### src/rtl/bbpe_pkg.sv
package bbpe_pkg;

   // Coordinate and parameter formats
   localparam int COORD_WIDTH = 32;
   localparam int VTX_W       = 32;
   localparam int IDX_W       = 4;
   localparam int PARAM_W     = 17;
   localparam int QS_W        = 31;
   localparam int WGT_W       = 17;
   localparam int FRAC_W      = 16;

   // Shared multiplier: signed A holds a coordinate or a zero-extended weight
   localparam int MB_W   = WGT_W + 1;
   localparam int MA_W   = (COORD_WIDTH > MB_W) ? COORD_WIDTH : MB_W;
   localparam int PROD_W = MA_W + MB_W;
   localparam int ACC_W  = COORD_WIDTH + 3;
   localparam int WIDE_W = COORD_WIDTH + 35;

   localparam logic [WGT_W-1:0] ONE_Q16 = WGT_W'(1 << FRAC_W);

   // Sequencer lengths
   localparam int WGT_STEPS   = 12;
   localparam int BLEND_SLOTS = 20;
   localparam int NUM_AXES    = 3;
   localparam int NUM_CORNERS = 4;

   // Item operation codes
   localparam logic OPER_LOAD = 1'b0;
   localparam logic OPER_EVAL = 1'b1;

   // Datapath step codes
   localparam logic [2:0] OP_NONE = 3'd0;
   localparam logic [2:0] OP_SQR  = 3'd1;
   localparam logic [2:0] OP_WGT  = 3'd2;
   localparam logic [2:0] OP_ROW  = 3'd3;
   localparam logic [2:0] OP_COL  = 3'd4;

   typedef logic signed [COORD_WIDTH-1:0] coord_type;
   typedef logic signed [ACC_W-1:0]       acc_type;
   typedef logic signed [WIDE_W-1:0]      wide_type;
   typedef logic signed [MA_W-1:0]        mula_type;
   typedef logic signed [MB_W-1:0]        mulb_type;
   typedef logic signed [PROD_W-1:0]      prod_type;
   typedef logic [WGT_W-1:0]              wgt_type;

   localparam coord_type COORD_MAX = {1'b0, {(COORD_WIDTH-1){1'b1}}};
   localparam coord_type COORD_MIN = {1'b1, {(COORD_WIDTH-1){1'b0}}};

   typedef struct packed {
      logic                     operation;
      logic [IDX_W-1:0]         point_index;
      logic signed [VTX_W-1:0]  point_x;
      logic signed [VTX_W-1:0]  point_y;
      logic signed [VTX_W-1:0]  point_z;
      logic [PARAM_W-1:0]       param_u;
      logic [PARAM_W-1:0]       param_v;
   } req_type;

   typedef struct packed {
      logic signed [VTX_W-1:0] vertex_x;
      logic signed [VTX_W-1:0] vertex_y;
      logic signed [VTX_W-1:0] vertex_z;
      logic                    corner_last;
   } rsp_type;

   // One multiplier step; travels on into the writeback stage
   typedef struct packed {
      logic [2:0] op;
      logic       sel_v;
      logic [1:0] axis;
      logic [1:0] row;
      logic [1:0] col;
      logic       first;
      logic       last;
   } step_type;

   typedef struct packed {
      logic       load;
      logic       capture;
      step_type   step;
      logic       finish;
      logic       emit_load;
      logic [1:0] corner;
   } cmd_type;

   // Saturate a wide signed value to the coordinate range
   function automatic coord_type sat_wide(input wide_type v);
      logic [WIDE_W-COORD_WIDTH:0] top;
      coord_type                   r;
      top = v[WIDE_W-1:COORD_WIDTH-1];
      if ((&top) || (~|top)) begin
         r = coord_type'(v);
      end else if (v[WIDE_W-1]) begin
         r = COORD_MIN;
      end else begin
         r = COORD_MAX;
      end
      return r;
   endfunction

   // Limit a parameter to one
   function automatic wgt_type clamp_param(input logic [PARAM_W-1:0] p);
      wgt_type r;
      r = (p > ONE_Q16) ? ONE_Q16 : WGT_W'(p);
      return r;
   endfunction

endpackage

### src/rtl/bbpe_ctrl.sv
module bbpe_ctrl import bbpe_pkg::*; (
   input  logic    clock,
   input  logic    reset,
   input  logic    req_valid,
   input  logic    req_operation,
   output logic    req_stall,
   output logic    rsp_valid,
   input  logic    rsp_stall,
   output cmd_type cmd
);

   localparam logic [2:0] ST_IDLE   = 3'd0;
   localparam logic [2:0] ST_WGT    = 3'd1;
   localparam logic [2:0] ST_BLEND  = 3'd2;
   localparam logic [2:0] ST_DRAIN  = 3'd3;
   localparam logic [2:0] ST_FINISH = 3'd4;
   localparam logic [2:0] ST_EMIT   = 3'd5;

   logic [2:0] state_ff, state_in;
   logic [4:0] cnt_ff, cnt_in;
   logic [1:0] axis_ff, axis_in;
   logic [1:0] corner_ff, corner_in;
   logic       rsp_valid_ff, rsp_valid_in;
   logic [2:0] wj;
   step_type   wgt_step, blend_step;

   // Weight schedule: squares of s and t for u then v, then the four weights of u, of v
   always_comb begin
      wgt_step = '0;
      wj = 3'(cnt_ff - 5'd4);
      if (cnt_ff < 5'd4) begin
         wgt_step.op    = OP_SQR;
         wgt_step.sel_v = cnt_ff[1];
         wgt_step.col   = {1'b0, cnt_ff[0]};
      end else begin
         wgt_step.op    = OP_WGT;
         wgt_step.sel_v = wj[2];
         wgt_step.col   = wj[1:0];
      end
   end

   // Blend schedule per axis: rows 0 and 1, then each row's v blend slotted
   // in behind the next row so the row result is always settled
   always_comb begin
      blend_step      = '0;
      blend_step.axis = axis_ff;
      case (cnt_ff) inside
         [5'd0:5'd3]: begin
            blend_step.op  = OP_ROW;
            blend_step.row = 2'd0;
            blend_step.col = cnt_ff[1:0];
         end
         [5'd4:5'd7]: begin
            blend_step.op  = OP_ROW;
            blend_step.row = 2'd1;
            blend_step.col = cnt_ff[1:0];
         end
         5'd8: begin
            blend_step.op  = OP_COL;
            blend_step.row = 2'd0;
         end
         [5'd9:5'd12]: begin
            blend_step.op  = OP_ROW;
            blend_step.row = 2'd2;
            blend_step.col = 2'(cnt_ff - 5'd9);
         end
         5'd13: begin
            blend_step.op  = OP_COL;
            blend_step.row = 2'd1;
         end
         [5'd14:5'd17]: begin
            blend_step.op  = OP_ROW;
            blend_step.row = 2'd3;
            blend_step.col = 2'(cnt_ff - 5'd14);
         end
         5'd18: begin
            blend_step.op  = OP_COL;
            blend_step.row = 2'd2;
         end
         5'd19: begin
            blend_step.op  = OP_COL;
            blend_step.row = 2'd3;
         end
         default: begin
            blend_step.op = OP_NONE;
         end
      endcase
      if (blend_step.op == OP_ROW) begin
         blend_step.first = (blend_step.col == 2'd0);
         blend_step.last  = (blend_step.col == 2'd3);
      end else if (blend_step.op == OP_COL) begin
         blend_step.first = (blend_step.row == 2'd0);
         blend_step.last  = (blend_step.row == 2'd3);
      end
   end

   // Next state and commands
   always_comb begin
      state_in     = state_ff;
      cnt_in       = cnt_ff;
      axis_in      = axis_ff;
      corner_in    = corner_ff;
      rsp_valid_in = rsp_valid_ff;
      cmd          = '0;
      case (state_ff)
         ST_IDLE: begin
            if (req_valid) begin
               if (req_operation == OPER_EVAL) begin
                  cmd.capture = 1'b1;
                  cnt_in      = '0;
                  state_in    = ST_WGT;
               end else begin
                  cmd.load = 1'b1;
               end
            end
         end
         ST_WGT: begin
            cmd.step = wgt_step;
            if (cnt_ff == 5'(WGT_STEPS - 1)) begin
               cnt_in   = '0;
               axis_in  = '0;
               state_in = ST_BLEND;
            end else begin
               cnt_in = cnt_ff + 5'd1;
            end
         end
         ST_BLEND: begin
            cmd.step = blend_step;
            if (cnt_ff == 5'(BLEND_SLOTS - 1)) begin
               cnt_in = '0;
               if (axis_ff == 2'(NUM_AXES - 1)) begin
                  state_in = ST_DRAIN;
               end else begin
                  axis_in = axis_ff + 2'd1;
               end
            end else begin
               cnt_in = cnt_ff + 5'd1;
            end
         end
         ST_DRAIN: begin
            state_in = ST_FINISH;
         end
         ST_FINISH: begin
            cmd.finish    = 1'b1;
            cmd.emit_load = 1'b1;
            cmd.corner    = '0;
            corner_in     = '0;
            rsp_valid_in  = 1'b1;
            state_in      = ST_EMIT;
         end
         ST_EMIT: begin
            if (rsp_valid_ff && !rsp_stall) begin
               if (corner_ff == 2'(NUM_CORNERS - 1)) begin
                  rsp_valid_in = 1'b0;
                  state_in     = ST_IDLE;
               end else begin
                  corner_in     = corner_ff + 2'd1;
                  cmd.emit_load = 1'b1;
                  cmd.corner    = corner_ff + 2'd1;
               end
            end
         end
         default: begin
            state_in     = ST_IDLE;
            rsp_valid_in = 1'b0;
         end
      endcase
   end

   always_ff @(posedge clock) begin
      if (reset) begin
         state_ff     <= ST_IDLE;
         cnt_ff       <= '0;
         axis_ff      <= '0;
         corner_ff    <= '0;
         rsp_valid_ff <= 1'b0;
      end else begin
         state_ff     <= state_in;
         cnt_ff       <= cnt_in;
         axis_ff      <= axis_in;
         corner_ff    <= corner_in;
         rsp_valid_ff <= rsp_valid_in;
      end
   end

   assign req_stall = (state_ff != ST_IDLE);
   assign rsp_valid = rsp_valid_ff;

endmodule

### src/rtl/bbpe_datapath.sv
module bbpe_datapath import bbpe_pkg::*; (
   input  logic            clock,
   input  logic            reset,
   input  cmd_type         cmd,
   input  req_type         req_data,
   input  logic            csr_wr_en,
   input  logic [QS_W-1:0] csr_wr_data,
   output rsp_type         rsp_data
);

   coord_type       grid_x_ff [16];
   coord_type       grid_y_ff [16];
   coord_type       grid_z_ff [16];
   logic [QS_W-1:0] quad_size_ff;
   step_type        s2_ff;

   wgt_type   t_ff  [2];
   wgt_type   ss_ff [2];
   wgt_type   tt_ff [2];
   wgt_type   w_ff  [8];
   prod_type  mul_ff;
   acc_type   racc_ff, oacc_ff;
   coord_type row_ff;
   coord_type px_ff, py_ff, pz_ff;
   coord_type pxd_ff, pzd_ff;
   rsp_type   rsp_ff;

   wgt_type    t_sel, s_sel, ss_sel, tt_sel, w_rd_data;
   logic [2:0] w_rd;
   logic [3:0] g_idx;
   coord_type  g_rd;
   mula_type   mul_a;
   mulb_type   mul_b;
   acc_type    sh, racc_sum, oacc_sum;
   wgt_type    sh_w, sh_w3;
   coord_type  cx, cz;

   // Select multiplier operands for the issuing step
   always_comb begin
      t_sel     = t_ff[cmd.step.sel_v];
      s_sel     = ONE_Q16 - t_sel;
      ss_sel    = ss_ff[cmd.step.sel_v];
      tt_sel    = tt_ff[cmd.step.sel_v];
      w_rd      = (cmd.step.op == OP_COL) ? {1'b1, cmd.step.row} : {1'b0, cmd.step.col};
      w_rd_data = w_ff[w_rd];
      g_idx     = {cmd.step.row, cmd.step.col};
      case (cmd.step.axis)
         2'd0:    g_rd = grid_x_ff[g_idx];
         2'd1:    g_rd = grid_y_ff[g_idx];
         default: g_rd = grid_z_ff[g_idx];
      endcase
      case (cmd.step.op)
         OP_SQR: begin
            mul_a = cmd.step.col[0] ? mula_type'({1'b0, t_sel}) : mula_type'({1'b0, s_sel});
            mul_b = cmd.step.col[0] ? mulb_type'({1'b0, t_sel}) : mulb_type'({1'b0, s_sel});
         end
         OP_WGT: begin
            mul_a = cmd.step.col[1] ? mula_type'({1'b0, tt_sel}) : mula_type'({1'b0, ss_sel});
            mul_b = cmd.step.col[0] ? mulb_type'({1'b0, t_sel}) : mulb_type'({1'b0, s_sel});
         end
         OP_ROW: begin
            mul_a = mula_type'(g_rd);
            mul_b = mulb_type'({1'b0, w_rd_data});
         end
         OP_COL: begin
            mul_a = mula_type'(row_ff);
            mul_b = mulb_type'({1'b0, w_rd_data});
         end
         default: begin
            mul_a = '0;
            mul_b = '0;
         end
      endcase
   end

   // Writeback values: floor shift of the product, sums before saturation
   always_comb begin
      sh       = acc_type'(mul_ff >>> FRAC_W);
      sh_w     = sh[WGT_W-1:0];
      sh_w3    = sh_w + {sh_w[WGT_W-2:0], 1'b0};
      racc_sum = (s2_ff.first ? acc_type'(0) : racc_ff) + sh;
      oacc_sum = (s2_ff.first ? acc_type'(0) : oacc_ff) + sh;
   end

   // Pick the fields of the corner being loaded
   always_comb begin
      cx = ((cmd.corner == 2'd1) || (cmd.corner == 2'd2)) ? pxd_ff : px_ff;
      cz = ((cmd.corner == 2'd2) || (cmd.corner == 2'd3)) ? pzd_ff : pz_ff;
   end

   // Held state: grid, size register, writeback stage step
   always_ff @(posedge clock) begin
      if (reset) begin
         quad_size_ff <= '0;
         s2_ff        <= '0;
         for (int k = 0; k < 16; k++) begin
            grid_x_ff[k] <= '0;
            grid_y_ff[k] <= '0;
            grid_z_ff[k] <= '0;
         end
      end else begin
         s2_ff <= cmd.step;
         if (csr_wr_en) begin
            quad_size_ff <= csr_wr_data;
         end
         if (cmd.load) begin
            grid_x_ff[req_data.point_index] <= sat_wide(wide_type'(req_data.point_x));
            grid_y_ff[req_data.point_index] <= sat_wide(wide_type'(req_data.point_y));
            grid_z_ff[req_data.point_index] <= sat_wide(wide_type'(req_data.point_z));
         end
      end
   end

   // Working registers: multiplier, weights, accumulators, corners
   always_ff @(posedge clock) begin
      mul_ff <= mul_a * mul_b;
      if (cmd.capture) begin
         t_ff[0] <= clamp_param(req_data.param_u);
         t_ff[1] <= clamp_param(req_data.param_v);
      end
      case (s2_ff.op)
         OP_SQR: begin
            if (s2_ff.col[0]) begin
               tt_ff[s2_ff.sel_v] <= sh_w;
            end else begin
               ss_ff[s2_ff.sel_v] <= sh_w;
            end
         end
         OP_WGT: begin
            if ((s2_ff.col == 2'd1) || (s2_ff.col == 2'd2)) begin
               w_ff[{s2_ff.sel_v, s2_ff.col}] <= sh_w3;
            end else begin
               w_ff[{s2_ff.sel_v, s2_ff.col}] <= sh_w;
            end
         end
         OP_ROW: begin
            racc_ff <= racc_sum;
            if (s2_ff.last) begin
               row_ff <= sat_wide(wide_type'(racc_sum));
            end
         end
         OP_COL: begin
            oacc_ff <= oacc_sum;
            if (s2_ff.last) begin
               case (s2_ff.axis)
                  2'd0:    px_ff <= sat_wide(wide_type'(oacc_sum));
                  2'd1:    py_ff <= sat_wide(wide_type'(oacc_sum));
                  default: pz_ff <= sat_wide(wide_type'(oacc_sum));
               endcase
            end
         end
         default: begin
         end
      endcase
      if (cmd.finish) begin
         pxd_ff <= sat_wide(wide_type'(px_ff) + wide_type'(quad_size_ff));
         pzd_ff <= sat_wide(wide_type'(pz_ff) + wide_type'(quad_size_ff));
      end
      if (cmd.emit_load) begin
         rsp_ff.vertex_x    <= VTX_W'(cx);
         rsp_ff.vertex_y    <= VTX_W'(py_ff);
         rsp_ff.vertex_z    <= VTX_W'(cz);
         rsp_ff.corner_last <= (cmd.corner == 2'(NUM_CORNERS - 1));
      end
   end

   assign rsp_data = rsp_ff;

endmodule

### src/rtl/bicubic_bezier_patch_eval_top.sv
// Load beat: one per cycle while the sequencer is idle, written into the control grid at the edge it is taken.
// Evaluate beat: the weight steps, blend steps, drain and finish run first, then four corners follow.
// Evaluates do not overlap: the one shared multiplier issues 72 products
// (12 for the weights, 60 for the blends), then come drain, finish, four corner beats (each
// can be held by rsp_stall) and the idle state that takes the next beat; no beat is taken before.
// Synchronous active-high reset clears the grid to zero, quad_size to zero, the sequencer to idle.
module bicubic_bezier_patch_eval_top import bbpe_pkg::*; (
   input  logic            clock,
   input  logic            reset,
   input  logic            req_valid,
   output logic            req_stall,
   input  req_type         req_data,
   output logic            rsp_valid,
   input  logic            rsp_stall,
   output rsp_type         rsp_data,
   input  logic            csr_wr_en,
   input  logic [QS_W-1:0] csr_wr_data
);

   cmd_type cmd;

   bbpe_ctrl u_ctrl (
      .clock         (clock),
      .reset         (reset),
      .req_valid     (req_valid),
      .req_operation (req_data.operation),
      .req_stall     (req_stall),
      .rsp_valid     (rsp_valid),
      .rsp_stall     (rsp_stall),
      .cmd           (cmd)
   );

   bbpe_datapath u_datapath (
      .clock       (clock),
      .reset       (reset),
      .cmd         (cmd),
      .req_data    (req_data),
      .csr_wr_en   (csr_wr_en),
      .csr_wr_data (csr_wr_data),
      .rsp_data    (rsp_data)
   );

   // Hold the input side while corners are pending
   a_stall_while_emit: assert property (@(posedge clock) disable iff (reset)
      rsp_valid |-> req_stall)
      else $error("input taken while corners pending");

   // Evaluate beat starts the sequencer
   a_eval_busy: assert property (@(posedge clock) disable iff (reset)
      (req_valid && !req_stall && (req_data.operation == OPER_EVAL)) |=> req_stall)
      else $error("evaluate beat did not start the sequencer");

   // Load beat produces no corner
   a_load_silent: assert property (@(posedge clock) disable iff (reset)
      (req_valid && !req_stall && (req_data.operation == OPER_LOAD)) |=> !rsp_valid)
      else $error("load beat raised a result");

   // Last corner ends the burst
   a_last_ends: assert property (@(posedge clock) disable iff (reset)
      (rsp_valid && !rsp_stall && rsp_data.corner_last) |=> (!rsp_valid && !req_stall))
      else $error("burst continued after last corner");

endmodule
### config.mk
export PLATFORM = sky130hd
export DESIGN_NAME = bicubic_bezier_patch_eval_top
export DESIGN_NICKNAME = d
export VERILOG_FILES = /design/src/rtl/bbpe_pkg.sv /design/src/rtl/bbpe_ctrl.sv /design/src/rtl/bbpe_datapath.sv /design/src/rtl/bicubic_bezier_patch_eval_top.sv
export SDC_FILE = /design/constraint.sdc
export NUM_CORES = 2
export LEC_CHECK = 0
export BUFFER_PORTS_ARGS = -buffer_cell sky130_fd_sc_hd__buf_2
export CAP_MARGIN = 20
export CORE_AREA = 2 2 460 462
export CTS_CLUSTER_SIZE = 28
export DETAILED_ROUTE_END_ITERATION = 8
export DIE_AREA = 0 0 462 464
export PLACE_DENSITY = 0.84
export SLEW_MARGIN = 10
export SYNTH_ARGS = -nofsm -noshare
export SYNTH_HDL_FRONTEND = slang
export SYNTH_SLANG_ARGS = --single-unit
### constraint.sdc
create_clock -name clock -period 11.04 [get_ports clock]
set_input_delay 1.104 -clock clock [delete_from_list [all_inputs] [get_ports clock]]
set_output_delay 1.104 -clock clock [all_outputs]
set_load 0.05 [all_outputs]
Word level (Yosys, flattened, before mapping)
Memories as Yosys holds them, arrays and structs flattened.
Index checks and enable logic that the tools add are counted.
- output and inout bits: 99
- register bits after elaboration: 463
- logic and storage cells: 263
- bits in writable memories: 1774
- bits of input ports: 171
- memories kept: 7
- memory list (memory ; depth ; width ; rd ports ; clocked after Yosys merged registers in ; wr ports ; RTL line ; source):
    u_datapath.grid_x_ff ; 16 ; 32 ; 1 ; 0 ; 16 ; bbpe_datapath.sv:11 ; coord_type grid_x_ff [16];
    u_datapath.grid_y_ff ; 16 ; 32 ; 1 ; 0 ; 16 ; bbpe_datapath.sv:12 ; coord_type grid_y_ff [16];
    u_datapath.grid_z_ff ; 16 ; 32 ; 1 ; 0 ; 16 ; bbpe_datapath.sv:13 ; coord_type grid_z_ff [16];
    u_datapath.w_ff ; 8 ; 17 ; 1 ; 0 ; 1 ; bbpe_datapath.sv:20 ; wgt_type w_ff [8];
    u_datapath.ss_ff ; 2 ; 17 ; 1 ; 0 ; 1 ; bbpe_datapath.sv:18 ; wgt_type ss_ff [2];
    u_datapath.t_ff ; 2 ; 17 ; 1 ; 0 ; 2 ; bbpe_datapath.sv:17 ; wgt_type t_ff [2];
    +1 memories ; n/a ; n/a ; n/a ; n/a ; n/a ; n/a ;
- reduce and logical (&&, ||, !) cells: 50
- add/subtract/negate cells: 12
- bitwise operators: 3
- $lt $le $gt $ge: 11
- multiplexer cells: 114
- $mul: 1
- eq/ne operators: 40
- operators by type and width (kind ; number):
    $mux 32 ; 19
    $pmux 32 s4 ; 1
    $mux 17 ; 6
    $reduce_or 32->1 ; 3
    $reduce_and 36->1 ; 2
    $reduce_or 36->1 ; 2
    $add 35x34->35 ; 2
    $mux 35 ; 2
    $add 32x32->33 ; 2
    $pmux 32 s2 ; 1
    $mux 3 ; 19
    $mul 32x18->50 ; 1
    $mux 2 ; 24
    $gt 17x17->1 const B ; 2
    $pmux 17 s2 ; 1
    $mux 1 ; 27
    $pmux 12 s2 ; 1
    $eq 3x2->1 const B ; 7
    $mux 5 ; 4
    $pmux 3 s6 ; 1
    $reduce_and 3->1 ; 6
    $add 17x17->17 ; 1
    $sub 17x17->17 const A ; 1
    $eq 3x3->1 const B ; 5
    other kinds (39) ; 91

Longest topological paths before layout
An unclocked memory read counts as a cell.
- word-level depth: 18
- gate-level depth with buffers: 44
- mapped depth without buffers: 38

Modules after synthesis
Synthesis repeated with hierarchy kept, for this count alone.
- cell total of the unflattened synthesis: 8959
- area total of the unflattened synthesis: 121607.9 µm²
- modules (own cells, without submodules) (module ; area an instance (µm²) ; cells an instance ; instances ; sequential area each (µm²)):
    bbpe_datapath ; 120388.0 ; 8788 ; 1 ; 65552.9
    bbpe_ctrl ; 1219.9 ; 171 ; 1 ; 260.2

Worst setup path after synthesis
OpenSTA, ideal clock, no wires.
- path kind: register to register
- start point: register u_ctrl.cnt_ff[1]
- end point: register u_datapath.mul_ff[49]
- library setup time: 0.072 ns
- cell stages (with the launch flop): 39
- path buffers: 6
- required time: 10.968 ns
- path slack: 1.272 ns
- clock period less this slack: 9.768 ns
- arrival time: 9.696 ns
- cell sequence: dfxtp_1 -> clkbuf_1 -> inv_1 -> ha_1 -> or4_1 -> and3_1 -> buf_2 -> and2_1 -> o41ai_1 -> buf_2 -> clkbuf_1 -> clkbuf_1 -> mux4_2 -> a211oi_1 -> o21ai_0 -> o21ai_1 -> buf_4 -> nand2_1 -> [3 not listed] -> inv_1 -> fa_1 -> fa_1 -> inv_1 -> fa_1 -> inv_1 -> ha_1 -> or4_1 -> a21o_1 -> o211ai_1 -> o2111ai_1 -> a21boi_0 -> o21ai_0 -> o211a_1 -> o41ai_1 -> o21bai_1 -> a21oi_1 -> xnor2_1
- longest elaborated chain between the ends: 15
- elaborated cells between the ends (all ways): 67
- classes of those cells: 4 x add/sub; 1 x mul; 9 x order compare; 8 x eq/ne; 32 x mux; 6 x reduce/logical; 7 x memory
- RTL lines (item ; RTL line ; source):
    start, declared ; bbpe_ctrl.sv:20 ; logic [4:0] cnt_ff, cnt_in;
    start signal, assigned ; bbpe_ctrl.sv:179 ; cnt_ff <= cnt_in;
    branches (longest 9 deep; another with $ge 5x4->1) ; n/a ;
    $pmux 12 s2 (*) ; bbpe_ctrl.sv:105 ; case (state_ff)
    $eq 3x3->1 ; bbpe_datapath.sv:44, bbpe_datapath.sv:52 ;
    $mux 3 ; bbpe_datapath.sv:44 ; w_rd = (cmd.step.op == OP_COL) ? {1'b1, cmd.step.row} : {1'b0, cmd.step.col};
    $mem_v2 8x17 ; n/a ;
    $pmux 17 s2 ; bbpe_datapath.sv:52 ; case (cmd.step.op)
    $mul 32x18->50 (*) ; bbpe_datapath.sv:116 ; mul_ff <= mul_a * mul_b;
    end signal, assigned ; bbpe_datapath.sv:116 ;
    end, declared ; bbpe_datapath.sv:21 ; prod_type mul_ff;
Every way passes the cells marked *.
A chain may end at the register's enable or synchronous reset.

Worst setup path in the final report
- start point: register u_ctrl.cnt_ff[0]
- end point: register u_datapath.mul_ff[40]
Same word-level chain as after synthesis.

==> out/qor.csv <==
stage,metric,value,unit
drt,final WL,383800,µm
timing,Max Clock Freq,92.50,MHz
die,die width,462,µm
yosys,Synth Cell Area,123100,µm²
yosys,Cells after Synth,10893,
timing,crit path time final,10.81,ns
placed_design,worst slack at placement,-0.02593,ns
critical_path,largest stage delay on the critical path,0.59,ns
placed_design,RD Place Congestion,0.9662,
drt,vias,90070,
drt,DR pass1 iterations,7,
die,site row count,168,
placed_design,Placement Cell Area,129000,µm²
yosys,"top cells by area, synth","edfxtp_1, and2_1, fa_1",
hold_path,worst hold path type,reg2reg,
yosys,Post-Syn Area per Cell,11.30,µm²
yosys,Yosys cell types,94,
global_routing,first-pass GRT wire length,568900,µm
layout,P&R area growth vs syn,10.66,%
global_routing,pin count of the biggest net entering global routing,98,
yosys,most frequent cell after synthesis,edfxtp_1,
critical_path,Worst Setup Path Type,reg2reg,
timing,Worst Slack Setup Final,0.2296,ns
critical_path,endpoint type of the worst setup path,flop,
global_routing,vias in the first global route,90432,
yosys,Post-synth EDFFs,2133,
clock_tree,Num CTS Buffers,219,
clock_tree,TritonCTS clock tree,done,
yosys,Async SR Flop Fraction,0,
timing,Final Skew,0.08873,ns
die,core box area,209200,µm²
critical_path,Slowest cell on crit path,dfxtp_1,
clock_tree,# clock sinks,2221,
global_routing,total track usage,0.3564,
layout,final non-filler cell total,14140,
placed_design,Detail Placement HPWL,245600,µm
die,Die Ht,464,µm
clock_tree,"CTS clk-pin slew, worst paths",0.06,ns
die,num ports,270,
pwr,pwr/cell area,169.2,nW/µm²
drt,ANT nets after route,0,
timing,Hold Fails Final Rpt,0,
die,Initial Util,0.5886,
yosys,yosys warns,0,
drt,Post-route DRC,0,
critical_path,Critical Path Source Type,flop,
yosys,Post-synth top cells,"edfxtp_1, and2_1, nand2_1",
drt,routed len/inst,27.14,µm
flow_run,Max Cap Viol,0,
clock_tree,# H-tree levels,4,
timing,relative slew slack,0.2128,
status,status,completed,
critical_path,Crit path top cell by count,fa_1,
yosys,Yosys reg bits,2221,
drt,vias per std cell,6.370,
layout,final core utilization,0.6514,
layout,layout cells sized above 1,0.1124,
global_routing,total gr overflow,0,
timing,count of final setup violators,0,
clock_tree,clk_lat worst skew,0.93,ns
global_routing,initial antenna violation count,50,
placed_design,Placed Cells,13685,
critical_path,CP arrival,11.58,ns
critical_path,CP required,11.81,ns
clock_tree,clock root cell,clkbuf_16,
pwr,P_leak,0.05483,µW
placed_design,IO buf count,269,
drt,Iter 0 DRT Violations,13945,
layout,design area,136200,µm²
timing,period utilization,0.9792,
timing,Slew @ Worst Pin,1.181,ns
timing,Max Slew Vio Count,0,
yosys,Synth area leader,edfxtp_1,
yosys,sequential share of the synthesized area,0.5346,
yosys,Synth Net Count,11857,
yosys,share of the synthesized area in the top cell type,0.5203,
layout,Final nets,12079,
pwr,Max rail drop VDD,0.0001805,V
yosys,Synth Flop Type,edfxtp_1,
die,Die Area,214400,µm²
clock_tree,worst-case clock buffer depth,3,
critical_path,CP max FO,16,
-- critical path: cells and delay by family (launching register included) --
kind,cells,cell delay (ns)
adder cells (fa/ha/maj),8,3.67
AO/OA/AOI/OAI,11,2.86
AND/OR/NAND/NOR,6,1.78
buffers and inverters,6,0.93
multiplexers,2,0.63
flip-flops,1,0.59
XOR/XNOR,1,0.17
-- metrics by stage --
stage / total power, µW / hold slack, ns / setup TNS [ns]
2_1_floorplan: 13440 / 0.4003 / 0
3_3_place_gp: 15550 / 0.4012 / -9.931
3_5_place_dp: 15720 / 0.4045 / -0.06094
4_1_cts: 22880 / 0.3868 / 0
5_1_grt: 23770 / 0.4282 / -0.009037
6_report: 23060 / 0.4163 / 0
-- report_power, final --
part | switching, µW | internal [µW] | total, µW
Combinational | 3890 | 1740 | 5630
Sequential | 236 | 9910 | 10100
Clock | 3340 | 3940 | 7280
-- layout by cell type (no fill, tap or decap), types with 32 or more instances in the layout --
master / synthesis / layout
clkinv_2: 0 / 35
a21o_1: 83 / 82
a311oi_1: 69 / 69
a21oi_1: 318 / 316
nand3_1: 493 / 492
buf_2: 177 / 268
buf_12: 0 / 51
clkbuf_16: 0 / 219
clkbuf_1: 443 / 47
o21ai_0: 225 / 224
mux2i_1: 231 / 231
nor2_1: 283 / 266
ha_1: 269 / 269
xnor2_1: 100 / 100
fa_1: 524 / 524
clkinv_1: 1 / 64
inv_1: 705 / 704
nand2_1: 1705 / 1703
a31oi_1: 76 / 73
nor4_1: 33 / 32
mux4_2: 58 / 58
edfxtp_1: 2133 / 2133
buf_4: 34 / 379
diode_2: 0 / 32
mux2_2: 66 / 66
and2_1: 1760 / 1759
o21a_1: 49 / 48
nand2b_1: 43 / 43
and3_1: 140 / 140
nor3_1: 92 / 83
xor2_1: 71 / 71
dfxtp_1: 88 / 86
nor2b_1: 128 / 128
-- sequential cells by signal, summed over array words and instances (netlist names), 35 cells and up --
register              count
u_datapath.oacc_ff       35
u_datapath.grid_z_ff    512
u_datapath.grid_y_ff    512
u_datapath.racc_ff       35
u_datapath.w_ff         136
u_datapath.rsp_data      97
u_datapath.grid_x_ff    512
-- path summary, 6_finish.rpt --
| check | endpoint | cells past startpoint | slack, ns | startpoint |
|---|---|---|---|---|
| max reg2reg | u_datapath.mul_ff[40] | 34 | 0.23 | u_ctrl.cnt_ff[0] |
| max | u_datapath.mul_ff[40] | 34 | 0.23 | u_ctrl.cnt_ff[0] |
| min reg2reg | u_datapath.rsp_data[34] | 0 | 0.42 | u_datapath.py_ff[1] |
| min | u_datapath.rsp_data[34] | 0 | 0.42 | u_datapath.py_ff[1] |
-- metal layers --
layer,global-route usage,up-vias,part of all wire
li1,-,37720,-
met1,0.4481,43887,0.34
met2,0.5576,6929,0.46
met3,0.09722,1510,0.13
met4,0.2018,24,0.063
met5,0,-,0.00042
-- repair_timing --
item	in CTS	in global routing
buffers inserted	0	8
resized for setup	4	9
setup endpoints to repair	4	15
hold buffers	0	0
cloned	1	1
pin swaps	1	5
-- final cells by class --
type / instances / area [µm²]
clock inverters: 137 / 1141
fillers: 14889 / 72920
well taps: 2805 / 3510
inverters: 706 / 2650
diodes: 32 / 80.08
clock buffers: 272 / 5739
repair buffers: 701 / 5235
multi-input cells: 7266 / 52060
flip-flops and latches: 2221 / 65820
-- kinds of logic (layout without fill, tap and decap cells) --
logic type	count (synthesis)	in the layout	share of synthesized area
xor+xnor	171	171	0.01217
fa+ha+maj	793	793	0.1125
simple gates	4832	4832	0.1999
compound gates	1113	1115	0.05897
buf+inv	1408	1816	0.04644
flops	2221	2221	0.5346
mux	355	355	0.03543
other cells	0	32	0
Note: power is estimated with default switching activity, not from simulation.
